## src/rtl/lsbx_pkg.sv

```systemverilog
// lsbx_pkg: shared widths, stream constants, result codes and the queue word
// for the stego header extractor; depends on nothing
`default_nettype none

package lsbx_pkg;

    // widths
    localparam int PIX_CNT_W = 32;
    localparam int CFG_W     = 32;
    localparam int CAP_W     = PIX_CNT_W + 2;
    localparam int FIELD_W   = 64;
    localparam int CNT_W     = 7;
    localparam int EXT_W     = 5;
    localparam int KIND_W    = 3;
    localparam int ERR_W     = 2;

    // stream constants
    localparam logic [31:0]        MAGIC_WORD  = 32'h4345_5242;
    localparam logic [FIELD_W-1:0] MAX_EXT_LEN = FIELD_W'(20);

    // result kinds
    localparam logic [KIND_W-1:0] KIND_ENC      = 3'd0;
    localparam logic [KIND_W-1:0] KIND_TYPE     = 3'd1;
    localparam logic [KIND_W-1:0] KIND_EXT_LEN  = 3'd2;
    localparam logic [KIND_W-1:0] KIND_EXT_BYTE = 3'd3;
    localparam logic [KIND_W-1:0] KIND_SIZE     = 3'd4;
    localparam logic [KIND_W-1:0] KIND_PAYLOAD  = 3'd5;
    localparam logic [KIND_W-1:0] KIND_ERROR    = 3'd6;

    // error codes
    localparam logic [ERR_W-1:0] ERR_NONE     = 2'd0;
    localparam logic [ERR_W-1:0] ERR_MAGIC    = 2'd0;
    localparam logic [ERR_W-1:0] ERR_EXT_LEN  = 2'd1;
    localparam logic [ERR_W-1:0] ERR_CAPACITY = 2'd2;
    localparam logic [ERR_W-1:0] ERR_PAST_END = 2'd3;

    // front to back queue
    localparam int QUEUE_DEPTH = 2;
    localparam int QUEUE_PTR_W = $clog2(QUEUE_DEPTH);
    localparam int QUEUE_CNT_W = $clog2(QUEUE_DEPTH + 1);

    // left_now: stream bits still unread before this pixel, zero past the end
    typedef struct packed {
        logic             start;
        logic             past_end;
        logic [2:0]       bits;
        logic [CAP_W-1:0] left_now;
    } t_pix_word;

endpackage

`default_nettype wire

```

## src/rtl/lsbx_front.sv

```systemverilog
// lsbx_front: pixel intake, stream capacity tracking and end-of-image check
// depends on lsbx_pkg
`default_nettype none

module lsbx_front (
    input  wire logic                         i_clk,
    input  wire logic                         i_rst_n,
    input  wire logic                         i_cfg_wr_en,
    input  wire logic [lsbx_pkg::CFG_W-1:0]   i_cfg_wr_data,
    input  wire logic                         i_in_valid,
    input  wire logic                         i_queue_full,
    input  wire logic                         i_start_of_image,
    input  wire logic [7:0]                   i_chan0,
    input  wire logic [7:0]                   i_chan1,
    input  wire logic [7:0]                   i_chan2,
    output logic                              o_push,
    output lsbx_pkg::t_pix_word               o_word
);
    import lsbx_pkg::*;

    logic [CAP_W-1:0]     r_cap;
    logic [CAP_W-1:0]     r_used;
    logic [CAP_W-1:0]     n_cap;
    logic [CAP_W-1:0]     n_used;
    logic [PIX_CNT_W-1:0] w_pix_cnt;
    logic [CAP_W-1:0]     w_used_now;
    logic                 w_past_end;
    logic [CAP_W-1:0]     w_left_now;

    // capacity in bits is three per pixel
    assign w_pix_cnt = PIX_CNT_W'(i_cfg_wr_data);
    assign n_cap     = CAP_W'(w_pix_cnt) + (CAP_W'(w_pix_cnt) << 1);

    // bits used before this pixel, start of image clears the count
    assign w_used_now = i_start_of_image ? '0 : r_used;
    assign w_past_end = (w_used_now >= r_cap);
    assign w_left_now = w_past_end ? '0 : (r_cap - w_used_now);
    assign n_used     = w_past_end ? w_used_now : (w_used_now + CAP_W'(3));

    assign o_push = i_in_valid & ~i_queue_full;

    // classified word for the back end
    always_comb begin
        o_word.start    = i_start_of_image;
        o_word.past_end = w_past_end;
        o_word.bits     = {i_chan2[0], i_chan1[0], i_chan0[0]};
        o_word.left_now = w_left_now;
    end

    // config and bit count registers
    always_ff @(posedge i_clk) begin
        if (!i_rst_n) begin
            r_cap  <= '0;
            r_used <= '0;
        end else begin
            if (i_cfg_wr_en) begin
                r_cap <= n_cap;
            end
            if (o_push) begin
                r_used <= n_used;
            end
        end
    end

endmodule

`default_nettype wire

```

## src/rtl/lsbx_queue.sv

```systemverilog
// lsbx_queue: short word queue between intake and parser
// depends on lsbx_pkg
`default_nettype none

module lsbx_queue (
    input  wire logic                 i_clk,
    input  wire logic                 i_rst_n,
    input  wire logic                 i_push,
    input  wire lsbx_pkg::t_pix_word  i_word,
    output logic                      o_full,
    input  wire logic                 i_pop,
    output logic                      o_head_valid,
    output lsbx_pkg::t_pix_word       o_head
);
    import lsbx_pkg::*;

    t_pix_word              r_mem [QUEUE_DEPTH];
    logic [QUEUE_PTR_W-1:0] r_wr_ptr;
    logic [QUEUE_PTR_W-1:0] r_rd_ptr;
    logic [QUEUE_CNT_W-1:0] r_count;
    logic [QUEUE_PTR_W-1:0] n_wr_ptr;
    logic [QUEUE_PTR_W-1:0] n_rd_ptr;

    assign o_full       = (r_count == QUEUE_CNT_W'(QUEUE_DEPTH));
    assign o_head_valid = (r_count != '0);
    assign o_head       = r_mem[r_rd_ptr];

    // wrapping pointers
    assign n_wr_ptr = (r_wr_ptr == QUEUE_PTR_W'(QUEUE_DEPTH - 1)) ? '0
                    : r_wr_ptr + QUEUE_PTR_W'(1);
    assign n_rd_ptr = (r_rd_ptr == QUEUE_PTR_W'(QUEUE_DEPTH - 1)) ? '0
                    : r_rd_ptr + QUEUE_PTR_W'(1);

    // storage
    always_ff @(posedge i_clk) begin
        if (i_push) begin
            r_mem[r_wr_ptr] <= i_word;
        end
    end

    // pointers and fill count
    always_ff @(posedge i_clk) begin
        if (!i_rst_n) begin
            r_wr_ptr <= '0;
            r_rd_ptr <= '0;
            r_count  <= '0;
        end else begin
            if (i_push) begin
                r_wr_ptr <= n_wr_ptr;
            end
            if (i_pop) begin
                r_rd_ptr <= n_rd_ptr;
            end
            if (i_push && !i_pop) begin
                r_count <= r_count + QUEUE_CNT_W'(1);
            end else if (!i_push && i_pop) begin
                r_count <= r_count - QUEUE_CNT_W'(1);
            end
        end
    end

endmodule

`default_nettype wire

```

## src/rtl/lsbx_back.sv

```systemverilog
// lsbx_back: bit stream field parser with output register
// depends on lsbx_pkg
`default_nettype none

module lsbx_back (
    input  wire logic                          i_clk,
    input  wire logic                          i_rst_n,
    input  wire logic                          i_head_valid,
    input  wire lsbx_pkg::t_pix_word           i_head,
    output logic                               o_pop,
    output logic                               o_out_valid,
    input  wire logic                          i_out_stall,
    output logic [lsbx_pkg::KIND_W-1:0]        o_kind,
    output logic [lsbx_pkg::FIELD_W-1:0]       o_value,
    output logic [lsbx_pkg::ERR_W-1:0]         o_error_code,
    output logic                               o_last
);
    import lsbx_pkg::*;

    localparam logic [2:0] PH_MAGIC   = 3'd0;
    localparam logic [2:0] PH_ENC     = 3'd1;
    localparam logic [2:0] PH_TYPE    = 3'd2;
    localparam logic [2:0] PH_EXTLEN  = 3'd3;
    localparam logic [2:0] PH_EXT     = 3'd4;
    localparam logic [2:0] PH_SIZE    = 3'd5;
    localparam logic [2:0] PH_PAYLOAD = 3'd6;

    // parser state
    logic [2:0]         r_phase,    n_phase;
    logic [FIELD_W-1:0] r_acc,      n_acc;
    logic [CNT_W-1:0]   r_cnt,      n_cnt;
    logic [EXT_W-1:0]   r_ext,      n_ext;
    logic [FIELD_W-1:0] r_pay,      n_pay;
    logic               r_finished, n_finished;

    // output register
    logic               r_out_valid;
    logic [KIND_W-1:0]  r_kind;
    logic [FIELD_W-1:0] r_value;
    logic [ERR_W-1:0]   r_err;
    logic               r_last;

    // working signals
    logic               w_out_free;
    logic               w_pop;
    logic               s_fin;
    logic [2:0]         s_phase;
    logic [FIELD_W-1:0] s_acc;
    logic [CNT_W-1:0]   s_cnt;
    logic [EXT_W-1:0]   s_ext;
    logic [FIELD_W-1:0] s_pay;
    logic [FIELD_W-1:0] s_pay_dec;
    logic [CNT_W-1:0]   s_flen;
    logic [CNT_W-1:0]   s_need;
    logic               s_done;
    logic [2:0]         s_mask;
    logic [2:0]         s_bits_in;
    logic [FIELD_W-1:0] s_val;
    logic [1:0]         s_rem_n;
    logic [2:0]         s_rem_bits;
    logic [CAP_W-1:0]   s_room;
    logic [CAP_W-1:0]   s_room8;
    logic               s_over;
    logic               s_res_valid;
    logic [KIND_W-1:0]  s_res_kind;
    logic [FIELD_W-1:0] s_res_value;
    logic [ERR_W-1:0]   s_res_err;
    logic               s_res_last;

    assign w_out_free = ~r_out_valid | ~i_out_stall;
    assign w_pop      = i_head_valid & w_out_free;
    assign o_pop      = w_pop;

    // state as seen by this word, start of image restarts the parser
    assign s_fin   = i_head.start ? 1'b0     : r_finished;
    assign s_phase = i_head.start ? PH_MAGIC : r_phase;
    assign s_acc   = i_head.start ? '0       : r_acc;
    assign s_cnt   = i_head.start ? '0       : r_cnt;
    assign s_ext   = i_head.start ? '0       : r_ext;
    assign s_pay   = i_head.start ? '0       : r_pay;

    // field length of the current phase
    always_comb begin
        unique case (s_phase)
            PH_MAGIC: s_flen = CNT_W'(32);
            PH_SIZE:  s_flen = CNT_W'(64);
            default:  s_flen = CNT_W'(8);
        endcase
    end

    // at most one field closes within the three bits of a pixel
    assign s_need     = s_flen - s_cnt;
    assign s_done     = (s_need <= CNT_W'(3));
    assign s_mask     = 3'((4'b0001 << s_need[1:0]) - 4'b0001);
    assign s_bits_in  = s_done ? (i_head.bits & s_mask) : i_head.bits;
    assign s_val      = s_acc | (FIELD_W'(s_bits_in) << s_cnt[5:0]);
    assign s_rem_n    = 2'(3'd3 - {1'b0, s_need[1:0]});
    assign s_rem_bits = i_head.bits >> s_need[1:0];
    assign s_pay_dec  = s_pay - FIELD_W'(1);

    // capacity check: bits still unread once the size field closes, in bytes
    assign s_room  = (i_head.left_now >= CAP_W'(s_need[1:0]))
                   ? (i_head.left_now - CAP_W'(s_need[1:0])) : '0;
    assign s_room8 = s_room >> 3;
    assign s_over  = (s_val > FIELD_W'(s_room8));

    // parser next state and result
    always_comb begin
        n_phase     = r_phase;
        n_acc       = r_acc;
        n_cnt       = r_cnt;
        n_ext       = r_ext;
        n_pay       = r_pay;
        n_finished  = r_finished;
        s_res_valid = 1'b0;
        s_res_kind  = KIND_ERROR;
        s_res_value = '0;
        s_res_err   = ERR_NONE;
        s_res_last  = 1'b0;
        if (w_pop) begin
            n_phase    = s_phase;
            n_acc      = s_acc;
            n_cnt      = s_cnt;
            n_ext      = s_ext;
            n_pay      = s_pay;
            n_finished = s_fin;
            if (!s_fin) begin
                if (i_head.past_end) begin
                    s_res_valid = 1'b1;
                    s_res_kind  = KIND_ERROR;
                    s_res_err   = ERR_PAST_END;
                    s_res_last  = 1'b1;
                    n_finished  = 1'b1;
                end else if (!s_done) begin
                    n_acc = s_val;
                    n_cnt = s_cnt + CNT_W'(3);
                end else begin
                    // leftover bits open the next field
                    n_acc = FIELD_W'(s_rem_bits);
                    n_cnt = CNT_W'(s_rem_n);
                    unique case (s_phase)
                        PH_MAGIC: begin
                            if (s_val[31:0] != MAGIC_WORD) begin
                                s_res_valid = 1'b1;
                                s_res_kind  = KIND_ERROR;
                                s_res_err   = ERR_MAGIC;
                                s_res_last  = 1'b1;
                                n_finished  = 1'b1;
                            end else begin
                                n_phase = PH_ENC;
                            end
                        end
                        PH_ENC: begin
                            s_res_valid = 1'b1;
                            s_res_kind  = KIND_ENC;
                            s_res_value = FIELD_W'(s_val == FIELD_W'(1));
                            n_phase     = PH_TYPE;
                        end
                        PH_TYPE: begin
                            s_res_valid = 1'b1;
                            s_res_kind  = KIND_TYPE;
                            s_res_value = s_val;
                            n_phase     = PH_EXTLEN;
                        end
                        PH_EXTLEN: begin
                            s_res_valid = 1'b1;
                            if (s_val > MAX_EXT_LEN) begin
                                s_res_kind = KIND_ERROR;
                                s_res_err  = ERR_EXT_LEN;
                                s_res_last = 1'b1;
                                n_finished = 1'b1;
                            end else begin
                                s_res_kind  = KIND_EXT_LEN;
                                s_res_value = s_val;
                                n_ext       = s_val[EXT_W-1:0];
                                n_phase     = (s_val == '0) ? PH_SIZE : PH_EXT;
                            end
                        end
                        PH_EXT: begin
                            s_res_valid = 1'b1;
                            s_res_kind  = KIND_EXT_BYTE;
                            s_res_value = s_val;
                            n_ext       = s_ext - EXT_W'(1);
                            if (s_ext == EXT_W'(1)) begin
                                n_phase = PH_SIZE;
                            end
                        end
                        PH_SIZE: begin
                            s_res_valid = 1'b1;
                            if (s_over) begin
                                s_res_kind = KIND_ERROR;
                                s_res_err  = ERR_CAPACITY;
                                s_res_last = 1'b1;
                                n_finished = 1'b1;
                            end else begin
                                s_res_kind  = KIND_SIZE;
                                s_res_value = s_val;
                                s_res_last  = (s_val == '0);
                                n_pay       = s_val;
                                n_phase     = PH_PAYLOAD;
                                n_finished  = (s_val == '0);
                            end
                        end
                        default: begin
                            // payload byte
                            s_res_valid = 1'b1;
                            s_res_kind  = KIND_PAYLOAD;
                            s_res_value = s_val;
                            s_res_last  = (s_pay_dec == '0);
                            n_pay       = s_pay_dec;
                            n_finished  = (s_pay_dec == '0);
                        end
                    endcase
                end
            end
        end
    end

    // parser state registers
    always_ff @(posedge i_clk) begin
        if (!i_rst_n) begin
            r_phase    <= PH_MAGIC;
            r_acc      <= '0;
            r_cnt      <= '0;
            r_ext      <= '0;
            r_pay      <= '0;
            r_finished <= 1'b1;
        end else begin
            r_phase    <= n_phase;
            r_acc      <= n_acc;
            r_cnt      <= n_cnt;
            r_ext      <= n_ext;
            r_pay      <= n_pay;
            r_finished <= n_finished;
        end
    end

    // output valid
    always_ff @(posedge i_clk) begin
        if (!i_rst_n) begin
            r_out_valid <= 1'b0;
        end else if (w_out_free) begin
            r_out_valid <= w_pop & s_res_valid;
        end
    end

    // output word
    always_ff @(posedge i_clk) begin
        if (w_out_free) begin
            r_kind  <= s_res_kind;
            r_value <= s_res_value;
            r_err   <= s_res_err;
            r_last  <= s_res_last;
        end
    end

    assign o_out_valid  = r_out_valid;
    assign o_kind       = r_kind;
    assign o_value      = r_value;
    assign o_error_code = r_err;
    assign o_last       = r_last;

endmodule

`default_nettype wire

```

## src/rtl/lsb_stego_header_extractor.sv

```systemverilog
// lsb_stego_header_extractor: one pixel per cycle while the input is not stalled;
// a result word, when a pixel closes a field, passes through the queue and then
// the output register before it is valid.
// Sustained rate is one pixel per clock, set by the parser which closes at most
// one field per pixel; a stalled result holds the parser.
// Synchronous active-low reset empties the queue, clears the stored capacity and
// bit count and leaves the parser idle until a pixel with start_of_image.
`default_nettype none

module lsb_stego_header_extractor (
    input  wire logic                         i_clk,
    input  wire logic                         i_rst_n,
    input  wire logic                         i_cfg_wr_en,
    input  wire logic [lsbx_pkg::CFG_W-1:0]   i_cfg_wr_data,
    input  wire logic                         i_in_valid,
    output logic                              o_in_stall,
    input  wire logic                         i_start_of_image,
    input  wire logic [7:0]                   i_chan0,
    input  wire logic [7:0]                   i_chan1,
    input  wire logic [7:0]                   i_chan2,
    output logic                              o_out_valid,
    input  wire logic                         i_out_stall,
    output logic [lsbx_pkg::KIND_W-1:0]       o_kind,
    output logic [lsbx_pkg::FIELD_W-1:0]      o_value,
    output logic [lsbx_pkg::ERR_W-1:0]        o_error_code,
    output logic                              o_last
);
    import lsbx_pkg::*;

    logic      w_push;
    logic      w_full;
    logic      w_pop;
    logic      w_head_valid;
    t_pix_word w_word;
    t_pix_word w_head;

    assign o_in_stall = w_full;

    // intake and classification
    lsbx_front u_front (
        .i_clk            (i_clk),
        .i_rst_n          (i_rst_n),
        .i_cfg_wr_en      (i_cfg_wr_en),
        .i_cfg_wr_data    (i_cfg_wr_data),
        .i_in_valid       (i_in_valid),
        .i_queue_full     (w_full),
        .i_start_of_image (i_start_of_image),
        .i_chan0          (i_chan0),
        .i_chan1          (i_chan1),
        .i_chan2          (i_chan2),
        .o_push           (w_push),
        .o_word           (w_word)
    );

    // decoupling queue
    lsbx_queue u_queue (
        .i_clk        (i_clk),
        .i_rst_n      (i_rst_n),
        .i_push       (w_push),
        .i_word       (w_word),
        .o_full       (w_full),
        .i_pop        (w_pop),
        .o_head_valid (w_head_valid),
        .o_head       (w_head)
    );

    // field parser
    lsbx_back u_back (
        .i_clk        (i_clk),
        .i_rst_n      (i_rst_n),
        .i_head_valid (w_head_valid),
        .i_head       (w_head),
        .o_pop        (w_pop),
        .o_out_valid  (o_out_valid),
        .i_out_stall  (i_out_stall),
        .o_kind       (o_kind),
        .o_value      (o_value),
        .o_error_code (o_error_code),
        .o_last       (o_last)
    );

endmodule

`default_nettype wire
```

## config.mk

```make
export PLATFORM = sky130hd
export DESIGN_NAME = lsb_stego_header_extractor
export DESIGN_NICKNAME = d
export VERILOG_FILES = /design/src/rtl/lsbx_pkg.sv /design/src/rtl/lsbx_front.sv /design/src/rtl/lsbx_queue.sv /design/src/rtl/lsbx_back.sv /design/src/rtl/lsb_stego_header_extractor.sv
export SDC_FILE = /design/constraint.sdc
export NUM_CORES = 1
export LEC_CHECK = 0
export ABC_AREA = 1
export BUFFER_PORTS_ARGS = -buffer_cell sky130_fd_sc_hd__buf_2
export CAP_MARGIN = 0
export CORE_ASPECT_RATIO = 0.7
export CORE_MARGIN = 2
export CORE_UTILIZATION = 60
export DETAILED_ROUTE_END_ITERATION = 10
export PLACE_DENSITY = 0.78
export SLEW_MARGIN = 20
export SYNTH_ARGS = -nofsm -noshare
export SYNTH_HDL_FRONTEND = slang
export SYNTH_SLANG_ARGS = --single-unit
```

## constraint.sdc

```tcl
create_clock -name i_clk -period 12.55 [get_ports i_clk]
set_clock_uncertainty 0.05 [all_clocks]
set_input_delay 0.6275 -clock i_clk [delete_from_list [all_inputs] [get_ports i_clk]]
set_output_delay 0.6275 -clock i_clk [all_outputs]
set_load 0.01 [all_outputs]
```

# == Word level (Yosys, flattened, before mapping) ==
# Memory sizes are Yosys's and may differ from the RTL's. A register that Yosys moved wholly into a read port is not among the register bits.
# Cells that the tools add are included.
# Widths: inputs -> output; s select.
# classes
n_addsub,14
magnitude_cmp,5
n_eq_ne,9
shift,3
mux,68
bitwise,11
n_reduce_logical,13
# ops
cell,count
$mux 64,11
$pmux 64 s4,1
$mux 34,4
$logic_not 64->1,2
$pmux 64 s2,1
$eq 64x1->1 const B,1
$gt 64x31->1,1
$gt 64x5->1 const B,1
$or 64x64->64,1
$shl 3x6->64,1
$sub 64x1->64 const B,1
$pmux 3 s6,2
$add 32x33->34,1
$add 34x2->34 const B,1
$ge 34x2->1,1
$ge 34x34->1,1
$sub 34x2->34,1
$sub 34x34->34,1
$ne 32x31->1 const B,1
$mux 3,10
$mux 7,4
$mux 5,5
$mux 1,20
$pmux 7 s2,1
32 further kinds,49
# totals
reg_bits,287
mem_bits_rw,78
input_bits,62
output_inout_bits,72
mem_count,1
# mem_list
name,depth,word_bits,read_ports,rd_clocked_by_memory_dff,wr,line_no,rtl
u_queue.r_mem,2,39,1,1,1,lsbx_queue.sv:17,t_pix_word r_mem [QUEUE_DEPTH];

# == Longest topological paths before layout ==
# logic_depth
word_depth,18
depth_mapped,41
ltp_nobuf,39

# == By module ==
# A second synthesis with hierarchy kept.
# unflattened
hier_cells,4117
area_unflattened_um2,27950.6
# by_module_without_submodules
mod,instances,cells_each,area_each_um2,seq_area_each_um2
lsbx_back,1,2607,16967.5,5004.8
lsbx_front,1,1354,7895.1,1361.3
lsbx_queue,1,156,3088.0,2442.3

# == Worst setup path before layout ==
# No wires, ideal clock.
# synth_path
path_kind,register to register
startpoint,reg (tool-made name)
endpoint,"reg u_back.r_value[35], in the netlist u_back.o_value[35], data pin"
setup_time_ns,0.146
arrival_ns,4.678
setup_slack_ns,7.676
path_stages_with_launch,35
cell_sequence,dfxtp_1 inv_2 nand2_2 nand3_1 ha_1 inv_1 ha_1 inv_1 o21a_1 inv_1 nor2_2 inv_1 nor2_2 nand2_2 nor2_4 nand3_1 nor3_2 nand3_1 clkbuf_1 nand3b_1 ha_1 a21oi_1 o21ai_0 a21oi_1 o21bai_1 a21oi_1 nand3b_1 inv_1 nand3_2 nand2_2 nand2_1 nand3_1 nand2_2 buf_6 a21oi_1
# synth_rtl
element,line_no,rtl
end signal: assignment,lsbx_back.sv:251,r_value <= s_res_value;
end: declaration,lsbx_back.sv:39,logic [FIELD_W-1:0] r_value;

==> impl_summary.log <==
INFO  metric timing_max_transition_violations_final = 0
INFO  metric ctsResizeCount = 0
INFO  metric cts-root-buf = clkbuf_16
INFO  metric route.met3.wl = 10,100 um
INFO  metric dieWidth = 251 um
INFO  metric cts_post_setup_buffers_inserted = 0
INFO  metric placement.setup.worst_slack = 3600 ps
INFO  metric post-synth-top-area-fraction = 0.174
INFO  metric timing_hold_violations_final = 0
INFO  metric timing.critical_path.arrival = slightly below 10,000 ps
INFO  metric i_o_pin_count = 134
INFO  metric hpwl = 55,300 um
INFO  metric gr-total-overflow = 0
INFO  metric synthesis.yosys.warnings = 0
INFO  metric grt_use_total = 0.347
INFO  metric nets_finish = about 4,000
INFO  metric power.density_cell_area = 224 nW/um^2
INFO  metric yosys_cell_types = 59
INFO  metric max_stage_delay = approximately 850 ps
INFO  metric rsz_0062_raised_after_global_routing = no
INFO  metric grt_max_degree = 103
INFO  metric max-clock-path-buffers = 3
INFO  metric viasPerCell = 5.84
INFO  metric period_needed = 9420 ps
INFO  metric finalWeightedCongestion = 1.00
INFO  metric cts_made_buffers = 39
INFO  metric flow.area_growth_from_synthesis = 8.71%
INFO  metric drt-pass1-iter-count = 6
INFO  metric synth.top_cells.by_area = edfxtp_1, dfxtp_1, nand2_1
INFO  metric min-delay-path-class = primary input to flop
INFO  metric start_util = 0.605
INFO  metric post_drt_wl_per_cell = 17.8 um
INFO  metric syn-cell-area = 25,500 um^2
INFO  metric maxCapViolCount = 0
INFO  metric clkLatencyLatePin = 570 ps
INFO  metric finalWirelength = 78,100 um
INFO  metric crit_path_top_delay_cell = clkinv_1
INFO  metric placed_cells = 4,324
INFO  metric clk_pin_slew = about 70 ps
INFO  metric synth_edf_count = 148
INFO  metric post_route_cells_drive_above_1_share = 0.0731
INFO  metric synth_async_sr_flop_share = 0
INFO  metric cts_htree_levels = 2
INFO  metric run_status = finished clean
INFO  metric grt_pass1_vias = 21,900
INFO  metric power_leakage = roughly 12 nW
INFO  metric wire_length_on_met1 = around 36,000 um
INFO  metric worst_ep_required_time = 12,790 ps
INFO  metric peakVddDrop = between 150 and 200 uV
INFO  metric core.rowCount = 63
INFO  metric timing_worst_setup_path_type = flop to flop
INFO  metric setup_slack = 3130 ps
INFO  metric port-buffer-count = between 100 and 150
INFO  metric worst_hold_startpoint = i_chan1[0]
INFO  metric route.detailed.drc = 0
INFO  metric first_iter_violations = between 3,000 and 4,000
INFO  metric finalCritPeriodShare = 0.751
INFO  metric syn_nets = 3,973
INFO  metric timing.setup.tns = 0 ps
INFO  metric max_freq = 106 MHz
INFO  metric max_slew.worst_pin.slew = 1110 ps
INFO  metric hold_buffers = 0
INFO  metric crit_path_end_kind = flop
INFO  metric type_of_origin_of_the_critical_path = flop
INFO  metric die_h = around 180 um
INFO  metric synth_seq_area_share = 0.345
INFO  metric core_area = roughly 42,000 um^2
INFO  metric grt_pass1_wl = 122,000 um
INFO  metric synthesized_flop_and_latch_total = 366
INFO  metric cts.sinks = 366
INFO  metric synthFlopType = dfxtp_1
INFO  metric met2WireLength = 29,700 um
INFO  metric worstPathMaxFanout = 48
INFO  metric timing.slew.headroom = 0.261
INFO  metric postSynthAreaPerCell = approximately 6.7 um^2
INFO  metric tritoncts = yes
INFO  metric final_antenna_net_count = 0
INFO  metric netlist_instances = between 3,000 and 4,000
INFO  metric maxUsedRoutingLayer = met5
INFO  metric routed-via-count = 25,700
INFO  metric antenna_found_initial = 2
INFO  metric finalSetupViolations = 0
INFO  metric timing.critical_path.mode_cell = nand2_1
INFO  metric layoutNonFillerInstCount = 4,397
INFO  metric synth_top_area_cell = edfxtp_1
INFO  metric die-area = 44,200 um^2
flip-flops by register name (all words and copies together), names as in the netlist, named ones only:
register and count:
u_back.r_finished 1, u_back.o_out_valid 1, u_back.r_ext 5, u_back.r_pay 64, u_queue.r_count 2, u_front.r_used 34, u_queue.r_wr_ptr 1, u_back.o_last 1
u_back.r_phase 3, u_queue.r_rd_ptr 1, u_back.o_error_code 2, u_back.r_cnt 7, u_back.o_value 64, u_back.o_kind 3, u_back.r_acc 64, u_queue.r_mem 78
u_front.r_cap 34
cells by family after synthesis:
group                    Yosys count  synth area share
buffers and inverters            632            0.0959
AO/OA/AOI/OAI                    786             0.163
AND/OR/NAND/NOR                 1779             0.298
multiplexers                       4           0.00157
flip-flops                       366             0.345
adder cells (fa/ha/maj)          111            0.0550
XOR/XNOR                         122            0.0418
where the power goes:
group	internal, mW	switching, mW	leakage (nW)
Sequential	1.47	0.108	3.35
Clock	0.737	0.526	0.660
Combinational	0.959	2.43	8.24
Total	3.17	3.06	12.2
cell usage in the layout, fill, tap and decap left out, types with 24 or more instances in the layout:
cell       count
nand2_1      859
nor2_1       457
inv_1        448
a21oi_1      417
o21ai_0      265
dfxtp_1      218
nand3_1      160
edfxtp_1     148
nand4_1      121
buf_2        112
ha_1         109
xor2_1        96
nor3_1        73
clkbuf_16     40
buf_4         29
xnor2_1       26
or2_2         25
nor4_1        24
final timing paths:
check	slack [ps]	end	depth (start not counted)
setup / recovery	3130	u_back.o_value[42]	35
hold / removal	210	u_queue.r_mem[1][35]	1
setup reg to reg	3130	u_back.o_value[42]	35
hold reg to reg	410	u_back.r_pay[38]	2
through the flow:
| step | area [um^2] | power [mW] | hold slack [ps] | util |
|---|---|---|---|---|
| after floorplan | 25500 | 3.98 | 376 | - |
| after global placement | 26300 | 4.82 | 385 | 0.625 |
| after detailed placement | 26400 | 4.86 | 405 | 0.625 |
| after CTS | 27700 | 6.13 | 199 | 0.658 |
| after global routing | 27800 | 6.65 | 206 | 0.658 |
| final | 27800 | 6.23 | 208 | 0.658 |
cells in the mapped netlist, types with 7 or more instances:
cell type  instances
inv_1            449
clkbuf_1         129
nand3_1          161
a31oi_1           10
xnor2_1           26
o211ai_1          18
nand4_1          121
dfxtp_1          218
ha_1             109
nor2_1           461
nand2_2            8
clkinv_1           7
o21ai_1           20
o21a_1             9
nand2_1          861
buf_4              9
nand3b_1          10
buf_2             17
or2_2             25
nor4_1            24
o21ai_0          266
nor3_1            73
a21oi_1          417
nor3b_1            8
nor2_2             7
edfxtp_1         148
xor2_1            96
buf_1             12
cell type report:
type	instances	area [um^2]
multi-input combinational	2802	14300
fill	3830	14400
antenna	1	2.50
clock buffer	49	1060
inverter	462	1740
clock inverter	23	319
tap	552	691
timing repair buffer	142	798
sequential	366	8810
per-layer routing:
| metal | track usage | vias to the layer above |
|---|---|---|
| met2 | 0.465 | 1342 |
| met4 | 0.0878 | 2 |
| li1 | - | 12600 |
| met1 | 0.542 | 11600 |
| met5 | 0 | - |
| met3 | 0.0899 | 122 |
critical path: cells and delay by family (launching register included):
family / cells / cell delay (ps)
AND/OR/NAND/NOR: 23 / 4120
buffers and inverters: 7 / 2540
adder cells (fa/ha/maj): 2 / 940
AO/OA/AOI/OAI: 3 / 910
flip-flops: 1 / 460
Note: power is estimated with default switching activity, not from simulation.
